**src/rtl/palhsv_pkg.sv**
```systemverilog
// Package for the palette HSV hue/shade recolor pipeline.
// Holds shared constants, the channel widen/narrow helpers and the divider step.
// No dependencies.
package palhsv_pkg;

	localparam int unsigned HUE_COUNT_DEF = 16;
	localparam int unsigned LATENCY       = 10;

	localparam logic [7:0] HUE_BASE_G = 8'd85;
	localparam logic [7:0] HUE_BASE_B = 8'd171;
	localparam logic [7:0] SECTOR_W   = 8'd43;

	typedef enum logic [0:0] {
		REG_HUE   = 1'b0,
		REG_SHADE = 1'b1
	} cfg_reg_t;

	typedef struct packed {
		logic [15:0] rem;
		logic [1:0]  qbits;
	} div2_t;

	// 5-bit channel to 8 bits, c*255/31 by reciprocal (exact for all 32 codes).
	function automatic logic [7:0] widen_f(input logic [4:0] c);
		logic [28:0] prod;
		prod = 29'({c, 8'b0} - {8'b0, c}) * 29'd33826;
		return prod[27:20];
	endfunction

	// 8-bit channel to 5 bits, c*31/255 via the x/255 identity.
	function automatic logic [4:0] narrow_f(input logic [7:0] c);
		logic [12:0] x;
		logic [13:0] y;
		x = 13'({c, 5'b0}) - 13'(c);
		y = 14'(x) + 14'(x[12:8]) + 14'd1;
		return y[12:8];
	endfunction

	// Two restoring quotient bits, k and k-1.
	function automatic div2_t div2_f(input logic [15:0] rem, input logic [7:0] den,
			input int unsigned k);
		logic [23:0] r;
		logic [23:0] sh;
		div2_t       o;
		r  = {8'b0, rem};
		sh = {16'b0, den} << k;
		o.qbits = 2'b00;
		if (r >= sh) begin
			r = r - sh;
			o.qbits[1] = 1'b1;
		end
		sh = {16'b0, den} << (k - 1);
		if (r >= sh) begin
			r = r - sh;
			o.qbits[0] = 1'b1;
		end
		o.rem = r[15:0];
		return o;
	endfunction

endpackage

```
**src/rtl/palette_hsv_hue_shade_adjust_top.sv**
```systemverilog
// The start beat is registered through stages s1, dv, s6 to s9 and the done register; throughput one colour per cycle.
// busy stays low: a new colour may start every cycle, results are never held off.
// The depth is set by the 8-bit quotient divider (two bits per stage) and the HSV->RGB multiplies.
// arst_n clears the valid bits and both settings to zero (colours pass through unchanged).
// Depends on palhsv_pkg.
module palette_hsv_hue_shade_adjust_top
	import palhsv_pkg::*;
#(
	parameter int unsigned HUE_COUNT = HUE_COUNT_DEF
) (
	input  logic        clk,
	input  logic        arst_n,
	input  logic        start,
	output logic        busy,
	input  logic        cfg_we,
	input  logic [0:0]  cfg_addr,
	input  logic [3:0]  cfg_wdata,
	input  logic [14:0] color_in,
	input  logic [3:0]  entry_index,
	input  logic        last_entry,
	output logic        done,
	output logic [14:0] color_out,
	output logic [3:0]  entry_out,
	output logic        last_out
);

	localparam int unsigned HUE_STEP = 256 / HUE_COUNT;
	localparam int unsigned NDIV     = 4;

	logic [3:0]        hue_q;
	logic signed [3:0] shade_q;

	always_ff @(posedge clk or negedge arst_n) begin
		if (!arst_n) begin
			hue_q   <= '0;
			shade_q <= '0;
		end else if (cfg_we) begin
			unique case (cfg_reg_t'(cfg_addr))
				REG_HUE:   hue_q   <= cfg_wdata;
				REG_SHADE: shade_q <= cfg_wdata;
				default:   ;
			endcase
		end
	end

	assign busy = 1'b0;

	// stage 1: widen, min/max, divider operands
	logic [7:0] r8, g8, b8, hi, lo, d8, hdiff;
	logic [7:0] hbase;
	logic       hneg;
	logic [8:0] dx;

	always_comb begin
		r8 = widen_f(color_in[4:0]);
		g8 = widen_f(color_in[9:5]);
		b8 = widen_f(color_in[14:10]);
		hi = r8;
		lo = r8;
		if (g8 > hi) hi = g8;
		if (b8 > hi) hi = b8;
		if (g8 < lo) lo = g8;
		if (b8 < lo) lo = b8;
		d8 = hi - lo;
		if (hi == r8) begin
			hbase = 8'd0;
			dx    = {1'b0, g8} - {1'b0, b8};
		end else if (hi == g8) begin
			hbase = HUE_BASE_G;
			dx    = {1'b0, b8} - {1'b0, r8};
		end else begin
			hbase = HUE_BASE_B;
			dx    = {1'b0, r8} - {1'b0, g8};
		end
		hneg  = dx[8];
		hdiff = hneg ? 8'(-dx) : dx[7:0];
	end

	logic        vld_s1, byp_s1, grey_s1, hneg_s1, last_s1;
	logic [7:0]  v_s1, den_s1, hbase_s1;
	logic [15:0] remh_s1, rems_s1;
	logic [14:0] col_s1;
	logic [3:0]  ent_s1;

	always_ff @(posedge clk or negedge arst_n) begin
		if (!arst_n) vld_s1 <= 1'b0;
		else         vld_s1 <= start;
	end

	always_ff @(posedge clk) begin
		byp_s1   <= (hue_q == '0) && (shade_q == '0);
		grey_s1  <= (d8 == 8'd0);
		hneg_s1  <= hneg;
		v_s1     <= hi;
		den_s1   <= d8;
		hbase_s1 <= hbase;
		remh_s1  <= 16'(hdiff) * 16'd43;
		rems_s1  <= {d8, 8'b0} - 16'(d8);
		col_s1   <= color_in;
		ent_s1   <= entry_index;
		last_s1  <= last_entry;
	end

	// stages 2..5: two quotient bits per stage for hue (over d) and saturation (over v)
	logic        vld_dv  [NDIV];
	logic        byp_dv  [NDIV];
	logic        grey_dv [NDIV];
	logic        hneg_dv [NDIV];
	logic        last_dv [NDIV];
	logic [7:0]  v_dv    [NDIV];
	logic [7:0]  den_dv  [NDIV];
	logic [7:0]  hbase_dv[NDIV];
	logic [15:0] remh_dv [NDIV];
	logic [15:0] rems_dv [NDIV];
	logic [7:0]  qh_dv   [NDIV];
	logic [7:0]  qs_dv   [NDIV];
	logic [14:0] col_dv  [NDIV];
	logic [3:0]  ent_dv  [NDIV];

	div2_t       sh_n [NDIV];
	div2_t       ss_n [NDIV];

	always_comb begin
		for (int j = 0; j < NDIV; j++) begin
			if (j == 0) begin
				sh_n[j] = div2_f(remh_s1, den_s1, 7);
				ss_n[j] = div2_f(rems_s1, v_s1, 7);
			end else begin
				sh_n[j] = div2_f(remh_dv[j-1], den_dv[j-1], 7 - 2 * j);
				ss_n[j] = div2_f(rems_dv[j-1], v_dv[j-1], 7 - 2 * j);
			end
		end
	end

	always_ff @(posedge clk or negedge arst_n) begin
		if (!arst_n) begin
			for (int j = 0; j < NDIV; j++) vld_dv[j] <= 1'b0;
		end else begin
			vld_dv[0] <= vld_s1;
			for (int j = 1; j < NDIV; j++) vld_dv[j] <= vld_dv[j-1];
		end
	end

	always_ff @(posedge clk) begin
		byp_dv[0]   <= byp_s1;
		grey_dv[0]  <= grey_s1;
		hneg_dv[0]  <= hneg_s1;
		last_dv[0]  <= last_s1;
		v_dv[0]     <= v_s1;
		den_dv[0]   <= den_s1;
		hbase_dv[0] <= hbase_s1;
		col_dv[0]   <= col_s1;
		ent_dv[0]   <= ent_s1;
		remh_dv[0]  <= sh_n[0].rem;
		rems_dv[0]  <= ss_n[0].rem;
		qh_dv[0]    <= {sh_n[0].qbits, 6'b0};
		qs_dv[0]    <= {ss_n[0].qbits, 6'b0};
		for (int j = 1; j < NDIV; j++) begin
			byp_dv[j]   <= byp_dv[j-1];
			grey_dv[j]  <= grey_dv[j-1];
			hneg_dv[j]  <= hneg_dv[j-1];
			last_dv[j]  <= last_dv[j-1];
			v_dv[j]     <= v_dv[j-1];
			den_dv[j]   <= den_dv[j-1];
			hbase_dv[j] <= hbase_dv[j-1];
			col_dv[j]   <= col_dv[j-1];
			ent_dv[j]   <= ent_dv[j-1];
			remh_dv[j]  <= sh_n[j].rem;
			rems_dv[j]  <= ss_n[j].rem;
			qh_dv[j]    <= qh_dv[j-1] | (8'(sh_n[j].qbits) << (6 - 2 * j));
			qs_dv[j]    <= qs_dv[j-1] | (8'(ss_n[j].qbits) << (6 - 2 * j));
		end
	end

	// stage 6: rotate hue, shade value and saturation
	localparam int L = NDIV - 1;

	logic [7:0]        hoff, hrot, hue_add;
	logic signed [9:0] v_sum, s_sum;
	logic [7:0]        v_adj, s_adj;

	always_comb begin
		hue_add = 8'(16'(hue_q) * 16'(HUE_STEP));
		if (grey_dv[L]) hoff = 8'd0;
		else            hoff = hbase_dv[L] + (hneg_dv[L] ? 8'(-qh_dv[L]) : qh_dv[L]);
		hrot  = hoff + hue_add;
		v_sum = $signed({2'b0, v_dv[L]}) + 10'(shade_q) * 10'sd24;
		s_sum = $signed({2'b0, grey_dv[L] ? 8'd0 : qs_dv[L]}) + 10'(shade_q) * 10'sd8;
		if (v_sum < 0)            v_adj = 8'd0;
		else if (v_sum > 10'sd255) v_adj = 8'd255;
		else                      v_adj = v_sum[7:0];
		if (s_sum < 0)            s_adj = 8'd0;
		else if (s_sum > 10'sd255) s_adj = 8'd255;
		else                      s_adj = s_sum[7:0];
	end

	logic        vld_s6, byp_s6, last_s6;
	logic [7:0]  h_s6, s_s6, v_s6;
	logic [14:0] col_s6;
	logic [3:0]  ent_s6;

	always_ff @(posedge clk or negedge arst_n) begin
		if (!arst_n) vld_s6 <= 1'b0;
		else         vld_s6 <= vld_dv[L];
	end

	always_ff @(posedge clk) begin
		byp_s6  <= byp_dv[L];
		last_s6 <= last_dv[L];
		h_s6    <= hrot;
		s_s6    <= s_adj;
		v_s6    <= v_adj;
		col_s6  <= col_dv[L];
		ent_s6  <= ent_dv[L];
	end

	// stage 7: sector and position within it
	logic [2:0] sector;
	logic [7:0] sec_base;
	logic [7:0] frac;

	always_comb begin
		priority if (h_s6 >= 8'd215) sector = 3'd5;
		else if (h_s6 >= 8'd172)     sector = 3'd4;
		else if (h_s6 >= 8'd129)     sector = 3'd3;
		else if (h_s6 >= 8'd86)      sector = 3'd2;
		else if (h_s6 >= SECTOR_W)   sector = 3'd1;
		else                         sector = 3'd0;
		sec_base = 8'(11'(sector) * 11'(SECTOR_W));
		frac     = h_s6 - sec_base;
	end

	logic        vld_s7, byp_s7, last_s7;
	logic [2:0]  sec_s7;
	logic [7:0]  rem_s7, s_s7, v_s7;
	logic [14:0] col_s7;
	logic [3:0]  ent_s7;

	always_ff @(posedge clk or negedge arst_n) begin
		if (!arst_n) vld_s7 <= 1'b0;
		else         vld_s7 <= vld_s6;
	end

	always_ff @(posedge clk) begin
		byp_s7  <= byp_s6;
		last_s7 <= last_s6;
		sec_s7  <= sector;
		rem_s7  <= 8'({frac, 2'b0} + {1'b0, frac, 1'b0});
		s_s7    <= s_s6;
		v_s7    <= v_s6;
		col_s7  <= col_s6;
		ent_s7  <= ent_s6;
	end

	// stage 8: first products
	logic [15:0] pa, pb, pp;

	always_comb begin
		pa = 16'(s_s7) * 16'(rem_s7);
		pb = 16'(s_s7) * 16'(8'd255 - rem_s7);
		pp = 16'(v_s7) * 16'(8'd255 - s_s7);
	end

	logic        vld_s8, byp_s8, last_s8, sz_s8;
	logic [2:0]  sec_s8;
	logic [7:0]  a_s8, b_s8, p_s8, v_s8;
	logic [14:0] col_s8;
	logic [3:0]  ent_s8;

	always_ff @(posedge clk or negedge arst_n) begin
		if (!arst_n) vld_s8 <= 1'b0;
		else         vld_s8 <= vld_s7;
	end

	always_ff @(posedge clk) begin
		byp_s8  <= byp_s7;
		last_s8 <= last_s7;
		sz_s8   <= (s_s7 == 8'd0);
		sec_s8  <= sec_s7;
		a_s8    <= pa[15:8];
		b_s8    <= pb[15:8];
		p_s8    <= pp[15:8];
		v_s8    <= v_s7;
		col_s8  <= col_s7;
		ent_s8  <= ent_s7;
	end

	// stage 9: q and t
	logic [15:0] pq, pt;

	always_comb begin
		pq = 16'(v_s8) * 16'(8'd255 - a_s8);
		pt = 16'(v_s8) * 16'(8'd255 - b_s8);
	end

	logic        vld_s9, byp_s9, last_s9, sz_s9;
	logic [2:0]  sec_s9;
	logic [7:0]  p_s9, q_s9, t_s9, v_s9;
	logic [14:0] col_s9;
	logic [3:0]  ent_s9;

	always_ff @(posedge clk or negedge arst_n) begin
		if (!arst_n) vld_s9 <= 1'b0;
		else         vld_s9 <= vld_s8;
	end

	always_ff @(posedge clk) begin
		byp_s9  <= byp_s8;
		last_s9 <= last_s8;
		sz_s9   <= sz_s8;
		sec_s9  <= sec_s8;
		p_s9    <= p_s8;
		q_s9    <= pq[15:8];
		t_s9    <= pt[15:8];
		v_s9    <= v_s8;
		col_s9  <= col_s8;
		ent_s9  <= ent_s8;
	end

	// stage 10: pick channels by sector, narrow, output register
	logic [7:0]  ro, go, bo;
	logic [14:0] col_new;

	always_comb begin
		if (sz_s9) begin
			ro = v_s9; go = v_s9; bo = v_s9;
		end else begin
			unique case (sec_s9)
				3'd0:    begin ro = v_s9; go = t_s9; bo = p_s9; end
				3'd1:    begin ro = q_s9; go = v_s9; bo = p_s9; end
				3'd2:    begin ro = p_s9; go = v_s9; bo = t_s9; end
				3'd3:    begin ro = p_s9; go = q_s9; bo = v_s9; end
				3'd4:    begin ro = t_s9; go = p_s9; bo = v_s9; end
				default: begin ro = v_s9; go = p_s9; bo = q_s9; end
			endcase
		end
		col_new = {narrow_f(bo), narrow_f(go), narrow_f(ro)};
	end

	always_ff @(posedge clk or negedge arst_n) begin
		if (!arst_n) done <= 1'b0;
		else         done <= vld_s9;
	end

	always_ff @(posedge clk) begin
		color_out <= byp_s9 ? col_s9 : col_new;
		entry_out <= ent_s9;
		last_out  <= last_s9;
	end

endmodule

```
**config.mk**
```make
export PLATFORM = sky130hd
export DESIGN_NAME = palette_hsv_hue_shade_adjust_top
export DESIGN_NICKNAME = d
export VERILOG_FILES = /design/src/rtl/palhsv_pkg.sv /design/src/rtl/palette_hsv_hue_shade_adjust_top.sv
export SDC_FILE = /design/constraint.sdc
export NUM_CORES = 2
export LEC_CHECK = 0
export BUFFER_PORTS_ARGS = -buffer_cell sky130_fd_sc_hd__buf_2
export CORE_UTILIZATION = 55
export DETAILED_ROUTE_END_ITERATION = 10
export PLACE_DENSITY = 0.71
export SLEW_MARGIN = 25
export SYNTH_ARGS = -nofsm -noshare
export SYNTH_HDL_FRONTEND = slang
export SYNTH_SLANG_ARGS = --single-unit
export TNS_END_PERCENT = 5
```
**constraint.sdc**
```tcl
create_clock -name clk -period 8.04 [get_ports clk]
set_clock_uncertainty 0.05 [all_clocks]
set_input_delay 1.608 -clock clk [delete_from_list [all_inputs] [get_ports clk]]
set_output_delay 1.608 -clock clk [all_outputs]
set_load 0.02 [all_outputs]
```
Yosys cells after proc, flatten, opt, wreduce, memory -nomap -nowiden
Memory sizes are Yosys's and may differ from the RTL's. A register that Yosys moved wholly into a read port is not among the register bits.
Index checks and enable logic that the tools add are counted.
Operators by class
  add/sub/neg operators: 45
  equality and inequality tests: 6
  order comparisons: 29
  multiplexer cells: 57
  multipliers: 11
  bitwise logic cells: 7
  reductions and logical operators: 12
Operators with widths (number)
  $mux W24: 8
  $mux W16: 8
  $mux W8: 14
  $mul A29 B15 Y27 const B: 3
  $pmux W8 S3: 3
  $mul A9 B9 Y16: 4
  $ge A24 B10 Y1: 2
  $ge A24 B12 Y1: 2
  $ge A24 B14 Y1: 2
  $ge A24 B8 Y1: 2
  $sub A16 B8 Y16: 3
  $sub A13 B5 Y14: 3
  $add A13 B1 Y13 const B: 3
  $add A13 B5 Y13: 3
  $sub A13 B8 Y13: 3
  $sub A8 B8 Y9 const A: 4
  $sub A16 B11 Y17: 2
  $sub A16 B13 Y17: 2
  $sub A16 B9 Y17: 2
  $ge A16 B11 Y1: 2
  $ge A16 B13 Y1: 2
  $ge A16 B9 Y1: 2
  $sub A16 B10 Y16: 2
  $sub A16 B12 Y16: 2
  other kinds (41): 84
Storage, ports and cells
  logic and storage cells: 237
  output and inout port bits: 22
  memories kept: 13
  bits in writable memories: 380
  flip-flop bits (word level): 301
  bits of input ports: 29
Memories
  remh_dv: depth 4, width 16, rd ports 3, clocked after memory_dff 0, wr ports 4, line palette_hsv_hue_shade_adjust_top.sv:113  | logic [15:0] remh_dv [NDIV];
  rems_dv: depth 4, width 16, rd ports 3, clocked after memory_dff 0, wr ports 4, line palette_hsv_hue_shade_adjust_top.sv:114  | logic [15:0] rems_dv [NDIV];
  col_dv: depth 4, width 15, rd ports 4, clocked after memory_dff 1, wr ports 4, line palette_hsv_hue_shade_adjust_top.sv:117  | logic [14:0] col_dv [NDIV];
  den_dv: depth 4, width 8, rd ports 3, clocked after memory_dff 0, wr ports 4, line palette_hsv_hue_shade_adjust_top.sv:111  | logic [7:0] den_dv [NDIV];
  hbase_dv: depth 4, width 8, rd ports 4, clocked after memory_dff 0, wr ports 4, line palette_hsv_hue_shade_adjust_top.sv:112  | logic [7:0] hbase_dv[NDIV];
  qh_dv: depth 4, width 8, rd ports 4, clocked after memory_dff 0, wr ports 4, line palette_hsv_hue_shade_adjust_top.sv:115  | logic [7:0] qh_dv [NDIV];
  7 more memories

Logic depth before layout (Yosys ltp)
  word-level depth: 12
  depth in mapped cells: 66
  gate-level depth less buffers: 63

Least setup slack after synthesis
OpenSTA, ideal clock, no wires.
  path type: input to register
  from: in color_in[5]
  to: reg remh_s1[13]
  data arrival time: 14515 ps
  path slack: -6597 ps
  required time: 7918 ps
  setup time: 72 ps
  path buffers: 5
  stages on the path: 66
  cells stage by stage: buf_2 > inv_1 > ha_1 > nor3b_1 > ha_1 > nor4b_1 > xnor2_1 > ha_1 > ha_1 > inv_1 > fa_1 > inv_1 > fa_1 > ha_1 > ha_1 > a21o_1 > and2_1 > o21ai_0 > [... 30 more ...] > o21ai_0 > inv_1 > ha_1 > inv_1 > fa_1 > fa_1 > inv_1 > ha_1 > inv_1 > nor2_1 > nor2_1 > o21bai_1 > a21oi_1 > o21bai_1 > a21oi_1 > o21bai_1 > a21oi_1 > xnor2_1
Between the ends
  word-level cells in the longest chain between the ends: 12
  elaborated cells between the ends (all ways): 15
  those cells by class: 4 x add/sub; 2 x mul; 2 x order compare; 2 x eq/ne; 5 x mux
RTL lines
  start, declared: line palette_hsv_hue_shade_adjust_top.sv:18  | input logic [14:0] color_in,
  $sub A13 B5 Y14 *: line palhsv_pkg.sv:26  | prod = 29'({c, 8'b0} - {8'b0, c}) * 29'd33826;
  $mul A29 B15 Y27 *: line palhsv_pkg.sv:26
  $gt A8 B8 Y1: line palette_hsv_hue_shade_adjust_top.sv:60  | if (g8 > hi) hi = g8;
  $mux W8: line palette_hsv_hue_shade_adjust_top.sv:60
  $gt A8 B8 Y1: line palette_hsv_hue_shade_adjust_top.sv:61  | if (b8 > hi) hi = b8;
  $mux W8: line palette_hsv_hue_shade_adjust_top.sv:61
  $eq A8 B8 Y1: line palette_hsv_hue_shade_adjust_top.sv:68  | end else if (hi == g8) begin
  $mux W9: line palette_hsv_hue_shade_adjust_top.sv:68
  $mux W9 *: line palette_hsv_hue_shade_adjust_top.sv:65  | if (hi == r8) begin
  $neg A8 Y8: line palette_hsv_hue_shade_adjust_top.sv:76  | hdiff = hneg ? 8'(-dx) : dx[7:0];
  $mux W8 *: line palette_hsv_hue_shade_adjust_top.sv:76
  $mul A8 B6 Y14 *: line palette_hsv_hue_shade_adjust_top.sv:97  | remh_s1 <= 16'(hdiff) * 16'd43;
  end signal, assigned: line palette_hsv_hue_shade_adjust_top.sv:97
  end, declared: line palette_hsv_hue_shade_adjust_top.sv:81  | logic [15:0] remh_s1, rems_s1;
Every way passes the cells marked *; elsewhere a longest branch is shown, timed or not.
A chain may end at the register's enable or synchronous reset.

Worst setup path in the final report
  from: in color_in[6]
  to: reg remh_s1[13]
The elaborated chain is that of the path after synthesis.

==> results.cfg <==
[outcome]
status = finished with violations
violations = setup timing

[min_path]
worstHoldPathType = reg2reg

[drt]
wire_per_inst_um = 15.3
drcViolationCount = 0
vias = 33052
via_per_inst = 5.27
totalWireLength_um = 96000
dr.pass1.iters = 7
drt_iter0_drc = 1491
ant_nets = 0

[timing]
rsz0062_at_grt = true
finalCritPeriodShare = 1.61
finalCriticalPeriod_ns = 12.95
relSlewSlack = 0.393
worst_pin_slew_ns = 0.904
hold_viol = 0
drv_slew = 0
fmax_mhz = 77.2
setup_ws_ns = -4.91
final-setup-viol-count = 50

[die]
num_rows = 103
die_y_um = 285
die_x_um = 285
dieArea_sq_um = 81300
fp.coreArea_sq_um = 79100
pin_count = 51
start_util = 0.557

[place]
gp_congestion = 0.932
port_buffers = 49
dpl_cell_area_sq_um = 49000
hpwl_um = 76900

[layout]
multiInputGateArea_sq_um = 30500
syn2layout_area_growth_pct = 18.7
n_fill_cell = 6311
n_antenna_cell = 0
register_area_sq_um = 12300
fin_nets = 6190
drive_gt1_frac = 0.164
fin_area_sq_um = 52300

[synthesis]
ys_ff_latch = 608
seq_area_frac_synth = 0.278
ys_types = 103
synth_area_sq_um = 44100
yosysTopAreaCell = dfxtp_1
syn_avg_cell_area_sq_um = 9.43
syn-instance-count = 4675
synthMostInstantiatedCell = ha_1
ys_top_cells_by_area = dfxtp_1, ha_1, fa_1, inv_1, xnor2_1
yosys-top-cells-count = ha_1, inv_1, dfxtp_1
synth_edf_count = 0
synth_top_area_frac = 0.268
ys_async_sr_fraction = 0.0296
synth_ff_type = dfxtp_1
ys_warn_count = 0

[cts]
clk_pin_slew_ns = 0.07
clk_latency_ns = 0.65
cts_buffer_depth = 3
cts_tree = done
cts.sinks = 608
numCtsBuffers = 60
clockRootBuffer = clkbuf_16
cts_max_level = 2

[worst_setup_path]
crit_top_cell = ha_4
cpMaxStageDelayCell = fa_1
path_buf_inv = 11
path_max_fanout = 6
critPathTopFamily = adder cells
critPathRequiredTime_ns = 8.57
cp-end-kind = flop
start_kind = input pin
crit_arrival_ns = 13.49
critPathMaxStageDelay_ns = 0.50
critical_path_class = in2reg

[global_routing]
grt_max_degree = 39
grt_pass1_wl_um = 161000
grt_pass1_vias = 33823
track_usage = 0.238
antenna_found_initial = 1
overflow = 0

[job]
maxCapViolations = 0
## stage by stage
step	hold WS (ns)	utilization	setup TNS [ns]	instances	setup WS, ns
after detailed placement	0.262	0.619	-168.47	6118	-5.82
after floorplan	0.260	-	-146.33	4713	-5.40
after global routing	0.258	0.661	-145.23	6270	-5.46
after global placement	0.260	0.619	-158.43	6118	-5.52
final	0.245	0.661	-125.62	6270	-4.91
after CTS	0.250	0.653	-123.68	6254	-4.91
## placed cells by master, fill, tap and decap left out, types with 18 or more instances in the layout
cell type  count
o31ai_1       32
nand4_1       35
nand3_1       44
and2_1        65
nor3_1        69
inv_1        632
mux2i_1       34
fa_1         259
nor2b_1      168
conb_1        40
dfxtp_1      589
clkbuf_16     60
nor2_1       241
nand2b_1     156
buf_4        419
xnor2_1      179
xor2_1        79
a21o_1        94
buf_2         45
ha_1         686
o21a_1        53
o21bai_1      36
dfrtp_1       18
a21oi_1      185
ha_4          38
o21ai_0      164
nor4_1        18
mux2_2        41
and3_1        18
nand2_1      263
## worst paths after layout
path,from,endpoint,slack (ns),depth (start not counted)
max,color_in[6],remh_s1[13],-4.91,63
max in group asynchronous,arst_n,hue_q[1],6.78,1
min in group asynchronous,arst_n,vld_dv[0],0.83,1
min reg2reg,qh_dv[2][5],qh_dv[3][5],0.24,0
max reg2reg,rems_dv[0][0],remh_dv[1][7],1.45,25
min,qh_dv[2][5],qh_dv[3][5],0.24,0
## registers in the layout (all words and copies together), names as in the netlist, 12 cells and up
signal / count
rems_dv: 48
col_s1: 15
rems_s1: 16
color_out: 15
col_s8: 15
ent_dv: 16
v_dv: 32
remh_s1: 14
col_s9: 15
qh_dv: 20
remh_dv: 48
hbase_dv: 12
col_dv: 60
col_s7: 15
den_dv: 21
qs_dv: 20
col_s6: 15
## cell families after synthesis
family | synth area share
and+or+nand+nor | 0.139
adders and majority gates | 0.327
AOI/OAI and AO/OA | 0.116
buffers and inverters | 0.0641
DFF | 0.278
xor gates and xnor gates | 0.0561
muxes | 0.0196
other | 0.000170
## layer usage
metal / vias up / track usage / routed length, um
met3: 162 / 0.0208 / 3080
met4: 0 / 0.0698 / 2670
met5: - / 0 / 0
met1: 15704 / 0.292 / 41600
met2: 552 / 0.438 / 48600
li1: 16634 / - / -
## final cells by class
cell class | instances | area share
clock inverter | 36 | 0.00978
sequential | 608 | 0.234
multi-input combinational | 3357 | 0.583
clock buffer | 77 | 0.0311
inverter | 658 | 0.0475
timing repair buffer | 484 | 0.0691
tap | 1050 | 0.0251
## worst register-to-register path, stage by stage, from the launching register on
cell and delay [ns]:
dfxtp_1 0.44, ha_1 0.19, inv_1 0.06, fa_1 0.40, a21o_1 0.17, a21oi_1 0.23
o21bai_1 0.10, a21oi_1 0.24, nor2b_1 0.08, o21ai_0 0.17, nand2b_1 0.16, a31o_2 0.26
or4_1 0.68, mux2_2 0.39, ha_1 0.33, nor2b_1 0.16, o21ai_0 0.15, nand2b_1 0.08
and2_1 0.16, o21ai_0 0.14, nand2b_1 0.11, a21o_1 0.19, a21o_1 0.18, a221oi_1 0.29
and4_1 0.62, mux2_2 0.41
## repair_timing
action,CTS,global route
setup endpoints to repair,50,50
setup buffers,23,16
pin swaps,74,70
resized for setup,84,91
endpoints found under the hold margin,0,0
hold buffers,0,0
Power is left out: the tool's default activity adds up to more than one toggle a clock period on the data nets, which glitch-free logic cannot reach.
